===== config.mk =====
export PLATFORM = sky130hd
export DESIGN_NAME = gtr_queue
export DESIGN_NICKNAME = d
export VERILOG_FILES = /design/src/rtl/core/gtr_pkg.sv /design/src/rtl/core/gtr_queue.sv
export SDC_FILE = /design/constraint.sdc
export NUM_CORES = 1
export LEC_CHECK = 0
export BUFFER_PORTS_ARGS = -buffer_cell sky130_fd_sc_hd__buf_2
export CORE_MARGIN = 2
export CORE_UTILIZATION = 40
export CTS_CLUSTER_SIZE = 24
export DETAILED_ROUTE_END_ITERATION = 16
export PLACE_DENSITY = 0.71
export SLEW_MARGIN = 20
export SYNTH_ARGS = -nofsm -noshare
export SYNTH_HDL_FRONTEND = slang
export SYNTH_SLANG_ARGS = --single-unit

===== constraint.sdc =====
create_clock -name clk -period 5.3 [get_ports clk]
set_input_delay 0.53 -clock clk [delete_from_list [all_inputs] [get_ports clk]]
set_output_delay 0.53 -clock clk [all_outputs]
set_load 0.005 [all_outputs]

===== src/rtl/core/gtr_pkg.sv =====
// ----------------------------------------------------------------------------
// gtr_pkg
// Shared types, constants and the 5x8 font for the glyph text rasterizer.
// ----------------------------------------------------------------------------
package gtr_pkg;

    localparam int FIELD_BITS  = 16;
    localparam int GLYPH_BITS  = 40;
    localparam int QUEUE_DEPTH = 2;

    localparam logic [7:0] CODE_LOW  = 8'd32;
    localparam logic [7:0] CODE_HIGH = 8'd126;
    localparam logic [2:0] CELL_STEP = 3'd6;
    localparam logic [2:0] LAST_COL  = 3'd4;
    localparam logic [2:0] LAST_ROW  = 3'd7;

    // One drawable character as handed from the front to the back.
    typedef struct packed {
        logic [GLYPH_BITS-1:0] glyph;   // column c in bits [8c+7:8c], row r at bit r
        logic [FIELD_BITS-1:0] bg;
        logic [FIELD_BITS-1:0] fg;
        logic [FIELD_BITS-1:0] pos_y;
        logic [FIELD_BITS-1:0] cell_x;
    } cmd_t;

    // Font: index is code minus 32; result is {col4, col3, col2, col1, col0}.
    function automatic logic [GLYPH_BITS-1:0] glyph_cols(input logic [6:0] idx);
        logic [GLYPH_BITS-1:0] g;
        unique case (idx)
            7'd0:  g = 40'h0000000000;
            7'd1:  g = 40'h00005F0000;
            7'd2:  g = 40'h0007000700;
            7'd3:  g = 40'h147F147F14;
            7'd4:  g = 40'h122A7F2A24;
            7'd5:  g = 40'h6264081323;
            7'd6:  g = 40'h5022554936;
            7'd7:  g = 40'h0000030500;
            7'd8:  g = 40'h0041221C00;
            7'd9:  g = 40'h001C224100;
            7'd10: g = 40'h14083E0814;
            7'd11: g = 40'h08083E0808;
            7'd12: g = 40'h0000305000;
            7'd13: g = 40'h0808080808;
            7'd14: g = 40'h0000606000;
            7'd15: g = 40'h0204081020;
            7'd16: g = 40'h3E4549513E;
            7'd17: g = 40'h00407F4200;
            7'd18: g = 40'h4649516142;
            7'd19: g = 40'h314B454121;
            7'd20: g = 40'h107F121418;
            7'd21: g = 40'h3945454527;
            7'd22: g = 40'h3049494A3C;
            7'd23: g = 40'h0305097101;
            7'd24: g = 40'h3649494936;
            7'd25: g = 40'h1E29494906;
            7'd26: g = 40'h0000363600;
            7'd27: g = 40'h0000365600;
            7'd28: g = 40'h0041221408;
            7'd29: g = 40'h1414141414;
            7'd30: g = 40'h0814224100;
            7'd31: g = 40'h0609510102;
            7'd32: g = 40'h3E41794932;
            7'd33: g = 40'h7E1111117E;
            7'd34: g = 40'h364949497F;
            7'd35: g = 40'h224141413E;
            7'd36: g = 40'h1C2241417F;
            7'd37: g = 40'h414949497F;
            7'd38: g = 40'h010909097F;
            7'd39: g = 40'h7A4949413E;
            7'd40: g = 40'h7F0808087F;
            7'd41: g = 40'h00417F4100;
            7'd42: g = 40'h013F414020;
            7'd43: g = 40'h412214087F;
            7'd44: g = 40'h404040407F;
            7'd45: g = 40'h7F0204027F;
            7'd46: g = 40'h7F1008047F;
            7'd47: g = 40'h3E4141413E;
            7'd48: g = 40'h060909097F;
            7'd49: g = 40'h5E2151413E;
            7'd50: g = 40'h462919097F;
            7'd51: g = 40'h3149494946;
            7'd52: g = 40'h01017F0101;
            7'd53: g = 40'h3F4040403F;
            7'd54: g = 40'h1F2040201F;
            7'd55: g = 40'h7F2018207F;
            7'd56: g = 40'h6314081463;
            7'd57: g = 40'h0708700807;
            7'd58: g = 40'h4345495161;
            7'd59: g = 40'h0041417F00;
            7'd60: g = 40'h2010080402;
            7'd61: g = 40'h007F414100;
            7'd62: g = 40'h0402010204;
            7'd63: g = 40'h8080808080;
            7'd64: g = 40'h0000070300;
            7'd65: g = 40'h7854545420;
            7'd66: g = 40'h384444487F;
            7'd67: g = 40'h2044444438;
            7'd68: g = 40'h7F48444438;
            7'd69: g = 40'h1854545438;
            7'd70: g = 40'h0201097E08;
            7'd71: g = 40'h3E5252520C;
            7'd72: g = 40'h780404087F;
            7'd73: g = 40'h00407D4400;
            7'd74: g = 40'h003D444020;
            7'd75: g = 40'h004428107F;
            7'd76: g = 40'h00407F4100;
            7'd77: g = 40'h780418047C;
            7'd78: g = 40'h780404087C;
            7'd79: g = 40'h3844444438;
            7'd80: g = 40'h081414147C;
            7'd81: g = 40'h7C18141408;
            7'd82: g = 40'h080404087C;
            7'd83: g = 40'h2054545448;
            7'd84: g = 40'h2040443F04;
            7'd85: g = 40'h7C2040403C;
            7'd86: g = 40'h1C2040201C;
            7'd87: g = 40'h3C4030403C;
            7'd88: g = 40'h4428102844;
            7'd89: g = 40'h3C5050500C;
            7'd90: g = 40'h444C546444;
            7'd91: g = 40'h0041360800;
            7'd92: g = 40'h00007F0000;
            7'd93: g = 40'h0008364100;
            7'd94: g = 40'h0810080810;
            default: g = '0;
        endcase
        return g;
    endfunction

endpackage


===== src/rtl/core/gtr_queue.sv =====
// ----------------------------------------------------------------------------
// gtr_queue
// Short command queue between the front and the back.
// ----------------------------------------------------------------------------
module gtr_queue (
    input  logic          clk,
    input  logic          rst_n,
    input  logic          push,
    input  gtr_pkg::cmd_t wdata,
    input  logic          pop,
    output gtr_pkg::cmd_t rdata,
    output logic          full,
    output logic          empty
);
    import gtr_pkg::*;

    localparam int PTR_W = (QUEUE_DEPTH > 1) ? $clog2(QUEUE_DEPTH) : 1;
    localparam int CNT_W = $clog2(QUEUE_DEPTH + 1);
    localparam logic [PTR_W-1:0] PTR_LAST = PTR_W'(QUEUE_DEPTH - 1);
    localparam logic [CNT_W-1:0] CNT_FULL = CNT_W'(QUEUE_DEPTH);

    cmd_t             entry_reg [QUEUE_DEPTH];
    logic [PTR_W-1:0] wr_ptr_reg;
    logic [PTR_W-1:0] wr_ptr_next;
    logic [PTR_W-1:0] rd_ptr_reg;
    logic [PTR_W-1:0] rd_ptr_next;
    logic [CNT_W-1:0] count_reg;
    logic [CNT_W-1:0] count_next;
    logic             do_push;
    logic             do_pop;

    assign full    = (count_reg == CNT_FULL);
    assign empty   = (count_reg == '0);
    assign do_push = push && !full;
    assign do_pop  = pop && !empty;
    assign rdata   = entry_reg[rd_ptr_reg];

    always_comb
    begin
        wr_ptr_next = wr_ptr_reg;
        rd_ptr_next = rd_ptr_reg;
        count_next  = count_reg;
        if (do_push)
        begin
            wr_ptr_next = (wr_ptr_reg == PTR_LAST) ? '0 : wr_ptr_reg + 1'b1;
        end
        if (do_pop)
        begin
            rd_ptr_next = (rd_ptr_reg == PTR_LAST) ? '0 : rd_ptr_reg + 1'b1;
        end
        if (do_push && !do_pop)
        begin
            count_next = count_reg + 1'b1;
        end
        else if (do_pop && !do_push)
        begin
            count_next = count_reg - 1'b1;
        end
    end

    always_ff @(posedge clk or negedge rst_n)
    begin
        if (!rst_n)
        begin
            wr_ptr_reg <= '0;
            rd_ptr_reg <= '0;
            count_reg  <= '0;
        end
        else
        begin
            wr_ptr_reg <= wr_ptr_next;
            rd_ptr_reg <= rd_ptr_next;
            count_reg  <= count_next;
        end
    end

    always_ff @(posedge clk)
    begin
        if (do_push)
        begin
            entry_reg[wr_ptr_reg] <= wdata;
        end
    end

endmodule


==> results.toml <==
[cells_and_area]
largest_register_ffs = 208
layout_common_cells = "buf_2 (213), edfxtp_1 (208), mux2_2 (54)"
fin_nets = 683
final_layout_size_suffix_gt1_share_pct = 59.6
most_common_cell_after_layout_fill_and_taps_aside = "buf_2"
fin_cells = 855
syn2layout_area_growth_pct = 24.9

[timing]
period_share_pct = 55.6
setup_viol = 0
rsz_0062_raised_after_global_routing = "false"
max-slew-margin-rel_pct = 31.5
period_minus_slack_ns = 2.95
fmaxAchievable_ghz = 0.339
finClkSkew_ns = 0.0133
hold_violations = 0
setup-tns-final_ns = 0
worst_margin_pin_slew_ns = 1.03
timing_max_transition_violations_final = 0

[drt]
initial_drt_markers = 104
wire_per_inst_um = 16.7
drt_drc_violations_left = 0
detailedRoute.firstPassIterationCount = 4
avgViaCountPerCell = 4.62
finalWirelength_mm = 14.3
postRouteAntennaNets = 0
vias = 3951

[floorplanning]
chipWidth_um = 145
placement_rows = 51
fp.dieArea_um2 = 21000
io_pins = 214
core-area_um2 = 19500
start_util_pct = 40.9
die_y_um = 145

[synthesis]
yosys.area.top_type = "edfxtp_1"
synthDominantCellAreaShare_pct = 78.5
ys_warn_count = 0
postSynthRegisterBits = 212
seq_area_frac_synth_pct = 79.8
synth_cell_type_count = 17
synthesis.area_um2 = 7950
ys_top_cells_by_area = "edfxtp_1 (79%), mux2_4 (9.4%), mux2_2 (7.6%)"
postSynthAreaPerCell_um2 = 23.2
netlist_instances = 343
synth.net_count = 452

[power]
clock_power_share_pct = 26.6
sw_frac_of_total_pct = 26.2
share_seq_of_total_power_pct = 45.8
report.power.total_uw = 5320
power_switching_uw = 1400
p_comb_share_pct = 27.6
power.internal_uw = 3930
power_per_cell_area_nw_per_um2 = 536
leakagePower_uw = 0.00385
ir_worst_vdd_v = 0.000328

[clock_tree]
tritoncts.num_buffers = 22
htree_num_levels = 1
worst_skew_pair.late_latency_ns = 0.49
cts_num_sinks = 212
cts.root.buffer_cell = "clkbuf_16"
worst_setup_hold_path_clk_slew_ns = 0.07
cts.repair.resized = 0
cts_buffer_depth = 3
cts_tree = "built"

[global_route]
grt_most_used_layer = "met2"
grt_overflow_total = 0
maximum_number_of_pins_on_one_net_before_global_route_repair = 75
grtUsageTotal_pct = 13.3
globalRouteMet1Util_pct = 15.7
via_count_of_the_first_global_routing_pass = 4308
met3_usage_in_global_routing_pct = 4.21
grt_pass1_wl_mm = 22.3
antenna_found_initial = 3
use_met2_pct = 23.0

[critical_path]
critical_path.reg2reg.startpoint = "count_reg[0]"
worst_setup_path_startpoint = "rd_ptr_reg"
timing.critical_path.to_type = "output port"
path_buf_inv = 2
critPathMaxFanout = 48
startpoint_type = "flop"
category_of_the_critical_setup_timing_path = "reg2out"
worstPathCellList = "buf_4 -> mux2_2 -> buf_2"
worst_path_max_delay_cell = "dfrtp_4"
critical_path.top_delay_family = "buffers and inverters"
cp_data_required_time_ns = 4.77
worst_ep_arrival_time_ns = 2.42
critical_path.max_stage_delay_ns = 0.68

[run_status]
status = "finished clean"

[place]
placed_cells = 814
gp_routability_congestion = 0.701
post-dp-hpwl_mm = 9.44
placement.io_buffers = 213

[worst_hold_path]
timing.hold.worst.class = "in2reg"
min-delay-start = "wdata[0]"

[job]
cap_violations = 0
-- kinds of logic (layout without fill, tap and decap cells) --
| family | Yosys count | in the layout | synth area share, % |
|---|---|---|---|
| AO/OA/AOI/OAI | 1 | 1 | 0.0629 |
| XOR/XNOR | 5 | 5 | 0.551 |
| adder cells (fa/ha/maj) | 1 | 1 | 0.157 |
| buffers and inverters | 14 | 260 | 2.00 |
| flip-flops | 212 | 212 | 79.8 |
| multiplexers | 104 | 104 | 17.1 |
| other | 0 | 1 | 0 |
| AND/OR/NAND/NOR | 6 | 6 | 0.346 |
-- per-stage QoR --
stage               utilization (%)  hold WS, ns  cell area, um2  worst slack [ns]
floorplan                         -        0.234            7960              1.51
global placement               47.5        0.341            9250              2.83
detailed placement             47.5        0.347            9250              2.81
CTS                            51.0        0.205            9930              2.29
global route                   51.0        0.211            9930              2.20
finish                         51.0        0.226            9930              2.35
-- per-layer routing --
layer | wire length (um) | up-vias
li1 | - | 1829
met1 | 5700 | 1928
met2 | 6980 | 162
met3 | 1220 | 32
met4 | 353 | 0
met5 | 0 | -
-- power by group through the flow --
stage / logic, uW / clock network (uW) / registers [uW]
floorplan: 1060 / 0 / 2430
global placement: 1470 / 0 / 2450
detailed placement: 1510 / 0 / 2480
CTS: 1510 / 1460 / 2440
global route: 1600 / 1530 / 2480
finish: 1470 / 1420 / 2440
-- cell usage after synthesis --
| cell type | n |
|---|---|
| mux2_2 | 54 |
| buf_8 | 1 |
| xnor2_1 | 3 |
| and3_1 | 1 |
| dfrtp_1 | 4 |
| ha_1 | 1 |
| xor2_1 | 2 |
| buf_6 | 1 |
| buf_12 | 5 |
| edfxtp_1 | 208 |
| nand2b_1 | 1 |
| mux2_4 | 50 |
| buf_2 | 5 |
| o21ai_0 | 1 |
| inv_1 | 2 |
| nor2_1 | 3 |
| nand2_1 | 1 |
-- timing repair --
action | in CTS | in global routing
buffers inserted | 0 | 0
hold endpoints to repair | 4 | 0
hold buffers | 1 | 0
-- area by class of cell --
type,count,area [um2]
fillers,1592,9530
flip-flops and latches,212,6350
multi-input cells,117,1460
repair buffers,219,1110
clock buffers,33,613
well taps,265,332
clock inverters,6,51.3
inverters,2,7.51
diodes,1,2.50
-- final timing paths --
kind	endpoint	slack [ns]	cells past startpoint
max reg2reg	entry_reg[1][64]	2.93	3
min in group asynchronous	count_reg[0]	0.39	2
max	rdata[1]	2.35	3
min reg2reg	count_reg[1]	0.54	1
min	entry_reg[0][0]	0.23	1
max in group asynchronous	rd_ptr_reg	4.77	2
Note: power is estimated with default switching activity, not from simulation.
