## config.mk

```make
export PLATFORM = sky130hd
export DESIGN_NAME = gtr_back
export DESIGN_NICKNAME = d
export VERILOG_FILES = /design/src/rtl/core/gtr_pkg.sv /design/src/rtl/core/gtr_back.sv
export SDC_FILE = /design/constraint.sdc
export NUM_CORES = 1
export LEC_CHECK = 0
export ABC_AREA = 1
export BUFFER_PORTS_ARGS = -buffer_cell sky130_fd_sc_hd__buf_2
export CAP_MARGIN = 20
export CORE_ASPECT_RATIO = 0.75
export CORE_UTILIZATION = 57
export DETAILED_ROUTE_END_ITERATION = 6
export PLACE_DENSITY = 0.85
export SYNTH_ARGS = -nofsm -noshare
export SYNTH_HDL_FRONTEND = slang
export SYNTH_SLANG_ARGS = --single-unit
export TNS_END_PERCENT = 50
```

## constraint.sdc

```tcl
create_clock -name clk -period 6.15 [get_ports clk]
set_input_delay 0.615 -clock clk [delete_from_list [all_inputs] [get_ports clk]]
set_output_delay 0.615 -clock clk [all_outputs]
set_load 0.005 [all_outputs]
```

## src/rtl/core/gtr_pkg.sv

```systemverilog
// ----------------------------------------------------------------------------
// gtr_pkg
// Shared types, constants and the 5x8 font for the glyph text rasterizer.
// ----------------------------------------------------------------------------
package gtr_pkg;

    localparam int FIELD_BITS  = 16;
    localparam int GLYPH_BITS  = 40;
    localparam int QUEUE_DEPTH = 2;

    localparam logic [7:0] CODE_LOW  = 8'd32;
    localparam logic [7:0] CODE_HIGH = 8'd126;
    localparam logic [2:0] CELL_STEP = 3'd6;
    localparam logic [2:0] LAST_COL  = 3'd4;
    localparam logic [2:0] LAST_ROW  = 3'd7;

    // One drawable character as handed from the front to the back.
    typedef struct packed {
        logic [GLYPH_BITS-1:0] glyph;   // column c in bits [8c+7:8c], row r at bit r
        logic [FIELD_BITS-1:0] bg;
        logic [FIELD_BITS-1:0] fg;
        logic [FIELD_BITS-1:0] pos_y;
        logic [FIELD_BITS-1:0] cell_x;
    } cmd_t;

    // Font: index is code minus 32; result is {col4, col3, col2, col1, col0}.
    function automatic logic [GLYPH_BITS-1:0] glyph_cols(input logic [6:0] idx);
        logic [GLYPH_BITS-1:0] g;
        unique case (idx)
            7'd0:  g = 40'h0000000000;
            7'd1:  g = 40'h00005F0000;
            7'd2:  g = 40'h0007000700;
            7'd3:  g = 40'h147F147F14;
            7'd4:  g = 40'h122A7F2A24;
            7'd5:  g = 40'h6264081323;
            7'd6:  g = 40'h5022554936;
            7'd7:  g = 40'h0000030500;
            7'd8:  g = 40'h0041221C00;
            7'd9:  g = 40'h001C224100;
            7'd10: g = 40'h14083E0814;
            7'd11: g = 40'h08083E0808;
            7'd12: g = 40'h0000305000;
            7'd13: g = 40'h0808080808;
            7'd14: g = 40'h0000606000;
            7'd15: g = 40'h0204081020;
            7'd16: g = 40'h3E4549513E;
            7'd17: g = 40'h00407F4200;
            7'd18: g = 40'h4649516142;
            7'd19: g = 40'h314B454121;
            7'd20: g = 40'h107F121418;
            7'd21: g = 40'h3945454527;
            7'd22: g = 40'h3049494A3C;
            7'd23: g = 40'h0305097101;
            7'd24: g = 40'h3649494936;
            7'd25: g = 40'h1E29494906;
            7'd26: g = 40'h0000363600;
            7'd27: g = 40'h0000365600;
            7'd28: g = 40'h0041221408;
            7'd29: g = 40'h1414141414;
            7'd30: g = 40'h0814224100;
            7'd31: g = 40'h0609510102;
            7'd32: g = 40'h3E41794932;
            7'd33: g = 40'h7E1111117E;
            7'd34: g = 40'h364949497F;
            7'd35: g = 40'h224141413E;
            7'd36: g = 40'h1C2241417F;
            7'd37: g = 40'h414949497F;
            7'd38: g = 40'h010909097F;
            7'd39: g = 40'h7A4949413E;
            7'd40: g = 40'h7F0808087F;
            7'd41: g = 40'h00417F4100;
            7'd42: g = 40'h013F414020;
            7'd43: g = 40'h412214087F;
            7'd44: g = 40'h404040407F;
            7'd45: g = 40'h7F0204027F;
            7'd46: g = 40'h7F1008047F;
            7'd47: g = 40'h3E4141413E;
            7'd48: g = 40'h060909097F;
            7'd49: g = 40'h5E2151413E;
            7'd50: g = 40'h462919097F;
            7'd51: g = 40'h3149494946;
            7'd52: g = 40'h01017F0101;
            7'd53: g = 40'h3F4040403F;
            7'd54: g = 40'h1F2040201F;
            7'd55: g = 40'h7F2018207F;
            7'd56: g = 40'h6314081463;
            7'd57: g = 40'h0708700807;
            7'd58: g = 40'h4345495161;
            7'd59: g = 40'h0041417F00;
            7'd60: g = 40'h2010080402;
            7'd61: g = 40'h007F414100;
            7'd62: g = 40'h0402010204;
            7'd63: g = 40'h8080808080;
            7'd64: g = 40'h0000070300;
            7'd65: g = 40'h7854545420;
            7'd66: g = 40'h384444487F;
            7'd67: g = 40'h2044444438;
            7'd68: g = 40'h7F48444438;
            7'd69: g = 40'h1854545438;
            7'd70: g = 40'h0201097E08;
            7'd71: g = 40'h3E5252520C;
            7'd72: g = 40'h780404087F;
            7'd73: g = 40'h00407D4400;
            7'd74: g = 40'h003D444020;
            7'd75: g = 40'h004428107F;
            7'd76: g = 40'h00407F4100;
            7'd77: g = 40'h780418047C;
            7'd78: g = 40'h780404087C;
            7'd79: g = 40'h3844444438;
            7'd80: g = 40'h081414147C;
            7'd81: g = 40'h7C18141408;
            7'd82: g = 40'h080404087C;
            7'd83: g = 40'h2054545448;
            7'd84: g = 40'h2040443F04;
            7'd85: g = 40'h7C2040403C;
            7'd86: g = 40'h1C2040201C;
            7'd87: g = 40'h3C4030403C;
            7'd88: g = 40'h4428102844;
            7'd89: g = 40'h3C5050500C;
            7'd90: g = 40'h444C546444;
            7'd91: g = 40'h0041360800;
            7'd92: g = 40'h00007F0000;
            7'd93: g = 40'h0008364100;
            7'd94: g = 40'h0810080810;
            default: g = '0;
        endcase
        return g;
    endfunction

endpackage

```

## src/rtl/core/gtr_back.sv

```systemverilog
// ----------------------------------------------------------------------------
// gtr_back
// Walks one glyph column-major and streams its forty pixels.
// ----------------------------------------------------------------------------
module gtr_back #(
    parameter int COORD_BITS = 16
) (
    input  logic          clk,
    input  logic          rst_n,
    input  logic          q_empty,
    input  gtr_pkg::cmd_t q_rdata,
    output logic          q_pop,
    output logic          m_tvalid,
    input  logic          m_tready,
    output logic [47:0]   m_tdata,   // pixel_x, pixel_y, pixel_color
    output logic          m_tlast    // last_pixel
);
    import gtr_pkg::*;

    cmd_t                  job_reg;
    cmd_t                  job_next;
    logic                  job_valid_reg;
    logic                  job_valid_next;
    logic [2:0]            col_reg;
    logic [2:0]            col_next;
    logic [2:0]            row_reg;
    logic [2:0]            row_next;
    logic                  out_valid_reg;
    logic                  out_valid_next;
    logic [FIELD_BITS-1:0] out_x_reg;
    logic [FIELD_BITS-1:0] out_x_next;
    logic [FIELD_BITS-1:0] out_y_reg;
    logic [FIELD_BITS-1:0] out_y_next;
    logic [FIELD_BITS-1:0] out_color_reg;
    logic [FIELD_BITS-1:0] out_color_next;
    logic                  out_last_reg;
    logic                  out_last_next;

    logic                  load_out;
    logic                  emit;
    logic                  at_last;
    logic                  job_done;
    logic [COORD_BITS-1:0] px;
    logic [COORD_BITS-1:0] py;
    logic                  bit_set;

    assign load_out = !out_valid_reg || m_tready;
    assign emit     = job_valid_reg && load_out;
    assign at_last  = (col_reg == LAST_COL) && (row_reg == LAST_ROW);
    assign job_done = emit && at_last;
    // Take the next glyph in the cycle the current one hands off its last pixel
    assign q_pop    = !q_empty && (!job_valid_reg || job_done);

    assign px      = job_reg.cell_x[COORD_BITS-1:0] + COORD_BITS'(col_reg);
    assign py      = job_reg.pos_y[COORD_BITS-1:0] + COORD_BITS'(row_reg);
    assign bit_set = job_reg.glyph[{col_reg, row_reg}];

    always_comb
    begin
        job_next       = job_reg;
        job_valid_next = job_valid_reg;
        col_next       = col_reg;
        row_next       = row_reg;
        if (q_pop)
        begin
            job_next       = q_rdata;
            job_valid_next = 1'b1;
            col_next       = '0;
            row_next       = '0;
        end
        else if (emit)
        begin
            if (job_done)
            begin
                job_valid_next = 1'b0;
            end
            if (row_reg == LAST_ROW)
            begin
                row_next = '0;
                col_next = col_reg + 1'b1;
            end
            else
            begin
                row_next = row_reg + 1'b1;
            end
        end
    end

    always_comb
    begin
        out_valid_next = out_valid_reg;
        out_x_next     = out_x_reg;
        out_y_next     = out_y_reg;
        out_color_next = out_color_reg;
        out_last_next  = out_last_reg;
        if (load_out)
        begin
            out_valid_next = emit;
        end
        if (emit)
        begin
            out_x_next     = FIELD_BITS'(px);
            out_y_next     = FIELD_BITS'(py);
            out_color_next = bit_set ? job_reg.fg : job_reg.bg;
            out_last_next  = at_last;
        end
    end

    always_ff @(posedge clk or negedge rst_n)
    begin
        if (!rst_n)
        begin
            job_valid_reg <= 1'b0;
            out_valid_reg <= 1'b0;
            col_reg       <= '0;
            row_reg       <= '0;
        end
        else
        begin
            job_valid_reg <= job_valid_next;
            out_valid_reg <= out_valid_next;
            col_reg       <= col_next;
            row_reg       <= row_next;
        end
    end

    always_ff @(posedge clk)
    begin
        job_reg       <= job_next;
        out_x_reg     <= out_x_next;
        out_y_reg     <= out_y_next;
        out_color_reg <= out_color_next;
        out_last_reg  <= out_last_next;
    end

    assign m_tvalid = out_valid_reg;
    assign m_tdata  = {out_color_reg, out_y_reg, out_x_reg};
    assign m_tlast  = out_last_reg;

endmodule

```

==> impl_metrics.csv, run 1 <==
group,metric,value,unit
floorplanning,ios,159,
placement,routabilityCongestion,0.8443,
placement,dpl-instance-area,7226,sq um
clock_tree,cts.clk_slew.worst_paths,0.06,ns
clock_tree,cts.path.max_buffers,2,
clock_tree,hold_buffers,0,
grt,antenna_found_initial,0,
drt,totalWireLength,11.83,mm
drt,wire_per_inst,15.43,um
worst_setup_path,reg2regPathDepth,10,
sta,finalHoldViolations,0,
floorplanning,die-area,11520,sq um
worst_setup_path,cp.required,5.53,ns
worst_setup_path,slowest_delay,0.84,ns
clock_tree,post-cts-setup-buffers,0,
clock_tree,cts_tree,"built",
final_layout,diodes,0,
sta,finClkSkew,0.009060,ns
sta,tns,0,ns
synthesis,synth_nets,570,
pwr,p_int,2.223,mW
synthesis,avgSynthCellArea,14.05,sq um
drt,ant_nets,0,
synthesis,synth_cell_types,29,
sta,min_period,3.838,ns
pwr,power,3.116,mW
pwr,share_seq_of_total_power,47.3,%
synthesis,ys_seq_elements,161,
final_layout,fin_nets,739,
clock_tree,ctsResizeCount,0,
worst_setup_path,cp.arrival,3.22,ns
final_layout,largest_reg_flops,104,
sta,slew_headroom,48.81,%
sta,clock.fmax,0.2605,GHz
floorplanning,fp-row-count,32,
clock_tree,clock_latency,0.41,ns
drt,viasPerCell,5.237,
pwr,p_per_area,399.7,nW/um^2
floorplanning,initial_core_util,60.03,%
min_path,hp-class,"input port to async pin",
clock_tree,cts.htree.levels,4,
grt,grtUsageTotal,21.75,%
grt,grt_max_degree,61,
final_layout,finalInstanceArea,7796,sq um
clock_tree,cts_buffers,17,
placement,dp.final_hpwl,8.243,mm
final_layout,fillCellCount,681,
pwr,p_leak,3.214,nW
pwr,p_sw_share,28.65,%
sta,setup_viol,0,
synthesis,yosysSeqAreaShare,75.85,%
worst_setup_path,crit_slowest_cell,"dfrtp_1",
synthesis,synth_area,6321,sq um
floorplanning,die_h,93.20,um
pwr,p_comb_share,21.4,%
worst_setup_path,path_cells,"ha_1 -> ha_1 -> inv_2 -> nor2_1 -> nand2_1 -> nand2_1 -> inv_1 -> or2_1 -> inv_4 -> buf_2",
run,maxCapViolCount,0,
worst_setup_path,critPathCaptureType,"output port",
synthesis,syn_inst,450,
pwr,netSwitchingPower,892.7,uW
floorplanning,fp.dieW,123.6,um
placement,portBuffers,158,
grt,grt_pass1_wl,18.34,mm
drt,drtPass1Iterations,5,
drt,drcViolationCount,0,
sta,post-route-period-util,62.41,%
final_layout,area_growth,23.34,%
worst_setup_path,crit_family,"buffers and inverters",
clock_tree,root_buffer,"clkbuf_16",
sta,tightestPinTransition,0.7678,ns
drt,drt_iter0_markers,302,
final_layout,final_core_util,74.04,%
pwr,power.share.clock,31.4,%
grt,gr-total-overflow,0,
pwr,vdd_ir_drop_max,0.0002564,V
sta,rsz0062_at_grt,"no",
sta,slew_viol_final,0,
worst_setup_path,path_depth,10,
worst_setup_path,worstSetupStartpointType,"flop",
grt,grt_pass1_vias,3849,
worst_setup_path,crit_type,"flop to output port",
outcome,status,"complete, no violations",
final_layout,drive_gt1_share,32.81,%
floorplanning,core-area,10530,sq um
clock_tree,clock_sinks,161,
synthesis,yosys_warnings,0,
worst_setup_path,path_buf_inv,4,
worst_setup_path,critPathMaxFanout,60,
drt,dr_total_vias,4017,
[area by class of cell]
class | instances | area (sq um) | share of cell area [%]
Clock buffer | 20 | 436.7 | 5.601
Clock inverter | 11 | 113.9 | 1.460
Inverter | 34 | 130.1 | 1.669
Multi-Input combinational cell | 245 | 1333 | 17.09
Sequential cell | 161 | 4795 | 61.50
Tap cell | 136 | 170.2 | 2.183
Timing Repair Buffer | 160 | 818.3 | 10.50
[path summary, 6_finish.rpt]
kind                       slack (ns)         from          endpoint
setup / recovery                 2.31   row_reg[0]             q_pop
hold / removal                   0.05        rst_n     job_valid_reg
setup reg to reg                 2.59   row_reg[0]       job_reg[94]
hold reg to reg                  0.51  job_reg[37]  out_color_reg[5]
max in group asynchronous        5.92        rst_n        col_reg[2]
min in group clk                 0.38  q_rdata[30]       job_reg[30]
[placed cells by master (no fill, tap or decap), drive strengths merged, types with 8 or more instances in the layout]
master,count
ha,10
xor2,21
buf,160
inv,34
nor2,12
nand3,58
nand2,109
edfxtp,153
dfrtp,8
clkbuf,20
[kinds of logic (layout without fill, tap and decap cells)]
logic type / after synthesis / in the layout / synth area share, %
and+or+nand+nor: 191 / 191 / 12.99
buffers and inverters: 44 / 225 / 3.068
xor gates and xnor gates: 28 / 28 / 3.880
AOI/OAI and AO/OA: 14 / 14 / 1.604
adders and majority gates: 12 / 12 / 2.613
DFF: 161 / 161 / 75.85
[routing by layer]
metal  vias up  global-route usage [%]  routed length [um]
met3        17                   5.793                 911
li1       1922                       -                   -
met2       184                   34.44                5725
met1      1894                   29.12                5025
met4         0                   7.831                 167
met5         -                       0                   0
[worst register-to-register path, stage by stage, from the launching register on]
cell     delay [ns]
dfrtp_1        0.84
ha_1           0.28
ha_1           0.16
inv_2          0.05
nor2_1         0.13
nand2_1        0.06
nand2_1        0.08
inv_1          0.04
or2_1          0.33
inv_4          0.59
buf_4          0.61
[cell usage after synthesis]
library cell / count / area share, %
edfxtp_1: 153 / 73
nand2_1: 107 / 6.4
nand3_1: 58 / 4.6
inv_1: 21 / 1.2
xor2_1: 21 / 2.9
inv_2: 12 / 0.71
nor2_1: 12 / 0.71
ha_1: 10 / 2.0
dfrtp_1: 8 / 3.2
xnor2_1: 7 / 0.97
nor3_1: 6 / 0.48
buf_2: 5 / 0.40
a21oi_2: 3 / 0.42
a31oi_1: 3 / 0.30
nand4_1: 3 / 0.30
o21ai_1: 3 / 0.24
a21oi_1: 2 / 0.16
buf_4: 2 / 0.24
buf_6: 2 / 0.36
fa_1: 2 / 0.63
nand2_2: 2 / 0.20
clkbuf_1: 1 / 0.059
clkinv_1: 1 / 0.059
nor3_2: 1 / 0.16
nor4_1: 1 / 0.099
o21ai_2: 1 / 0.14
o21ai_4: 1 / 0.26
o22ai_1: 1 / 0.099
or2_1: 1 / 0.099
[power groups by stage]
stage	combinational (mW)	clock (mW)	sequential, mW
floorplan	0.464	0	1.47
global placement	0.636	0	1.49
detailed placement	0.667	0	1.49
CTS	0.671	1.00	1.47
global route	0.763	1.04	1.49
finish	0.665	0.978	1.47
[through the flow]
step                hold slack (ns)  worst slack, ns  std cells
CTS                         0.03483            2.284        766
global placement             0.4710            2.728        735
global route                0.04373            2.031        767
finish                      0.04658            2.312        767
detailed placement           0.4792            2.601        735
floorplan                    0.3194            3.008        450
No activity file was read; power rests on OpenSTA's default activity.
==> run 2, diff against run 1 <==
--- a/config.mk
+++ b/config.mk
@@ -5,13 +5,13 @@
 export SDC_FILE = /design/constraint.sdc
 export NUM_CORES = 1
 export LEC_CHECK = 0
-export ABC_AREA = 1
+export ABC_AREA = 0
 export BUFFER_PORTS_ARGS = -buffer_cell sky130_fd_sc_hd__buf_2
 export CAP_MARGIN = 20
 export CORE_ASPECT_RATIO = 0.75
-export CORE_UTILIZATION = 57
+export CORE_UTILIZATION = 47
 export DETAILED_ROUTE_END_ITERATION = 6
-export PLACE_DENSITY = 0.85
+export PLACE_DENSITY = 0.75
 export SYNTH_ARGS = -nofsm -noshare
 export SYNTH_HDL_FRONTEND = slang
 export SYNTH_SLANG_ARGS = --single-unit
==> constraint.sdc (replaced) <==
create_clock -name clk -period 3.1 [get_ports clk]
set_input_delay 0.31 -clock clk [delete_from_list [all_inputs] [get_ports clk]]
set_output_delay 0.31 -clock clk [all_outputs]
set_load 0.005 [all_outputs]
==> run 2 against run 1 <==
  * Worst hold slack improved by 0.027 ns
  * Sequential share of layout area decreased by 0.17 points
  * First-iteration DRC count is 50% lower
  * Highest routed layer unchanged
  * Wire length is 6.9% lower
  * Setup slack worse by 2.0 ns
  * Global-route usage shrank 4.4 points
==> impl_metrics.csv, run 2 <==
group,metric,value,unit
drt,drt_iter0_markers,151,
worst_setup_path,cp.arrival,2.46,ns
floorplanning,initial_core_util,49.26,%
grt,grtUsageTotal,17.39,%
synthesis,synth_cell_types,36,
final_layout,finalInstanceArea,7823,sq um
pwr,p_per_area,743.1,nW/um^2
final_layout,largest_reg_flops,104,
synthesis,synthSimpleGateAreaFrac,5.394,%
clock_tree,clock_sinks,161,
clock_tree,cts.clk_slew.worst_paths,0.06,ns
placement,dp.final_hpwl,7.824,mm
pwr,p_sw_share,23.88,%
pwr,p_leak,3.004,nW
floorplanning,core-area,12520,sq um
grt,gr-total-overflow,0,
worst_setup_path,worstSetupStartpointType,"flop",
synthesis,synthTopCellsByCount,"153 x edfxtp_1, 20 x nand2_1, 20 x xnor2_1",
pwr,netSwitchingPower,1.388,mW
floorplanning,fp.dieW,134.3,um
grt,grt_pass1_vias,3505,
pwr,p_int,4.425,mW
min_path,hp-class,"input port to flop",
synthesis,yosysTopAreaCellShare,74.47,%
synthesis,ys_seq_elements,161,
worst_setup_path,path_buf_inv,3,
floorplanning,ios,159,
final_layout,final_core_util,62.46,%
grt,grt_pass1_wl,17.23,mm
synthesis,async_flop_share,4.969,%
synthesis,syn_inst,328,
worst_setup_path,cp.required,2.79,ns
sta,rsz0062_at_grt,"no",
floorplanning,die_h,101.2,um
synthesis,synth.largest_area_cell,"edfxtp_1",
clock_tree,cts.path.max_buffers,2,
synthesis,synth_nets,448,
sta,setup_viol,0,
grt,antenna_found_initial,0,
placement,dpl-instance-area,7233,sq um
synthesis,yosys-top-cells-area,"edfxtp_1 74%, mux2_2 3.3%, dfrtp_1 3.2%",
drt,drcViolationCount,0,
floorplanning,die-area,13590,sq um
final_layout,multiInputGateArea,1366,sq um
worst_setup_path,crit_family,"buffers and inverters",
final_layout,layout_common_cells,"158 x buf_2, 153 x edfxtp_1, 20 x xnor2_1, 19 x nand2_1, 18 x mux2_2",
synthesis,ys.flop_type,"edfxtp_1",
sta,tns,0,ns
run,maxCapViolCount,0,
drt,wire_per_inst,16.08,um
final_layout,fin_cells,685,
final_layout,final_common_cell,"buf_2",
final_layout,fin_nets,626,
synthesis,synth_top_family_by_area,"multiplexers",
drt,dr_total_vias,3387,
placement,placed_cells,652,
synthesis,synth_xor_area_share,4.259,%
sta,tightestPinTransition,0.6583,ns
synthesis,synthAdderAreaFrac,2.677,%
clock_tree,cts_tree,"built",
synthesis,synth_edf_count,153,
final_layout,fillCellCount,899,
pwr,p_comb_share,17.8,%
synthesis,yosysMostFrequentCell,"edfxtp_1",
placement,dp_slack,0.3925,ns
worst_setup_path,path_cells,"buf_4 -> ha_4 -> ha_4 -> and3_4 -> nand2_4 -> a21oi_4 -> buf_12 -> buf_2",
drt,drtPass1Iterations,4,
worst_setup_path,critPathCaptureType,"output port",
sta,slew_viol_final,0,
placement,portBuffers,158,
clock_tree,post-cts-setup-buffers,0,
worst_setup_path,crit_type,"flop to output port",
pwr,power.share.clock,34.9,%
synthesis,yosysSeqAreaShare,77.71,%
worst_setup_path,crit_slowest_cell,"dfrtp_2",
pwr,share_seq_of_total_power,47.3,%
sta,clock.fmax,0.3607,GHz
final_layout,drive_gt1_share,42.97,%
sta,finClkSkew,0.007153,ns
clock_tree,cts.htree.levels,4,
sta,min_period,2.772,ns
synthesis,synth_area,6170,sq um
clock_tree,cts_buffers,17,
outcome,status,"complete, no violations",
worst_setup_path,path_common_cell,"ha_4",
placement,routabilityCongestion,0.7852,
worst_setup_path,slowest_delay,0.53,ns
sta,fin_ws,0.3278,ns
clock_tree,clock_latency,0.41,ns
worst_setup_path,critPathMaxFanout,68,
drt,ant_nets,0,
pwr,vdd_ir_drop_max,0.0003983,V
grt,grt_max_degree,69,
sta,slew_headroom,56.11,%
synthesis,synth_mux_area_share,6.936,%
final_layout,diodes,0,
drt,viasPerCell,4.945,
clock_tree,root_buffer,"clkbuf_16",
final_layout,seqCellArea,4797,sq um
final_layout,area_growth,26.79,%
synthesis,yosys_warnings,0,
synthesis,synth_compound_area_share,2.089,%
sta,post-route-period-util,89.43,%
sta,finalHoldViolations,0,
floorplanning,fp-row-count,35,
synthesis,avgSynthCellArea,18.81,sq um
drt,totalWireLength,11.02,mm
## run 2: final cells by class
type,count,share of cell area (%)
Sequential cell,161,61.32
Clock inverter,12,1.807
Multi-Input combinational cell,156,17.47
Timing Repair Buffer,164,10.88
Clock buffer,20,5.582
Tap cell,166,2.655
Inverter,6,0.2879
## run 2: stage by stage
stage	power [mW]	hold slack, ns
4_1_cts	5.879	0.04754
3_3_place_gp	3.781	0.1717
2_1_floorplan	3.483	0.01441
5_1_grt	6.075	0.04159
3_5_place_dp	3.824	0.1785
6_report	5.813	0.07323
## run 2: power by group through the flow
stage,clock [mW],sequential (mW),combinational [mW]
after floorplan,0,2.74,0.743
after global placement,0,2.79,0.996
after detailed placement,0,2.79,1.03
after CTS,2.08,2.75,1.05
after global routing,2.17,2.77,1.14
final,2.03,2.75,1.03
## run 2: metal layers
metal / global-route usage (%) / share of wire, %
met2: 28.54 / 48
met1: 21.13 / 43
met3: 6.356 / 8.1
met5: 0 / 0
met4: 7.087 / 1.0
## run 2: path summary, 6_finish.rpt
| kind | start | endpoint | slack, ns | cells past startpoint |
|---|---|---|---|---|
| worst max-delay path | row_reg[1] | q_pop | 0.33 | 8 |
| worst min-delay path | q_rdata[63] | job_reg[63] | 0.07 | 1 |
| worst max register to register | row_reg[0] | out_color_reg[1] | 0.45 | 5 |
| worst min register to register | job_reg[43] | out_color_reg[11] | 0.55 | 1 |
| max in group asynchronous | rst_n | row_reg[0] | 2.61 | 2 |
| min in group asynchronous | rst_n | job_valid_reg | 0.29 | 2 |
## run 2: worst reg2reg max path, cell delays in order, from the launching register on
cell	delay (ns)
dfrtp_2	0.58
mux4_2	0.56
o2111a_1	0.27
o41ai_4	0.31
buf_4	0.30
mux2_2	0.38
## run 2: what timing repair did
item | CTS | global route
endpoints found under the hold margin | 8 | 0
setup endpoints to repair | 0 | 1
hold buffers | 1 | 0
gates resized for setup | 0 | 1
## run 2: cells by family after synthesis
family          Yosys count
compound gates           16
xor+xnor                 30
fa+ha+maj                12
buf+inv                  11
flops                   161
mux                      31
simple gates             67
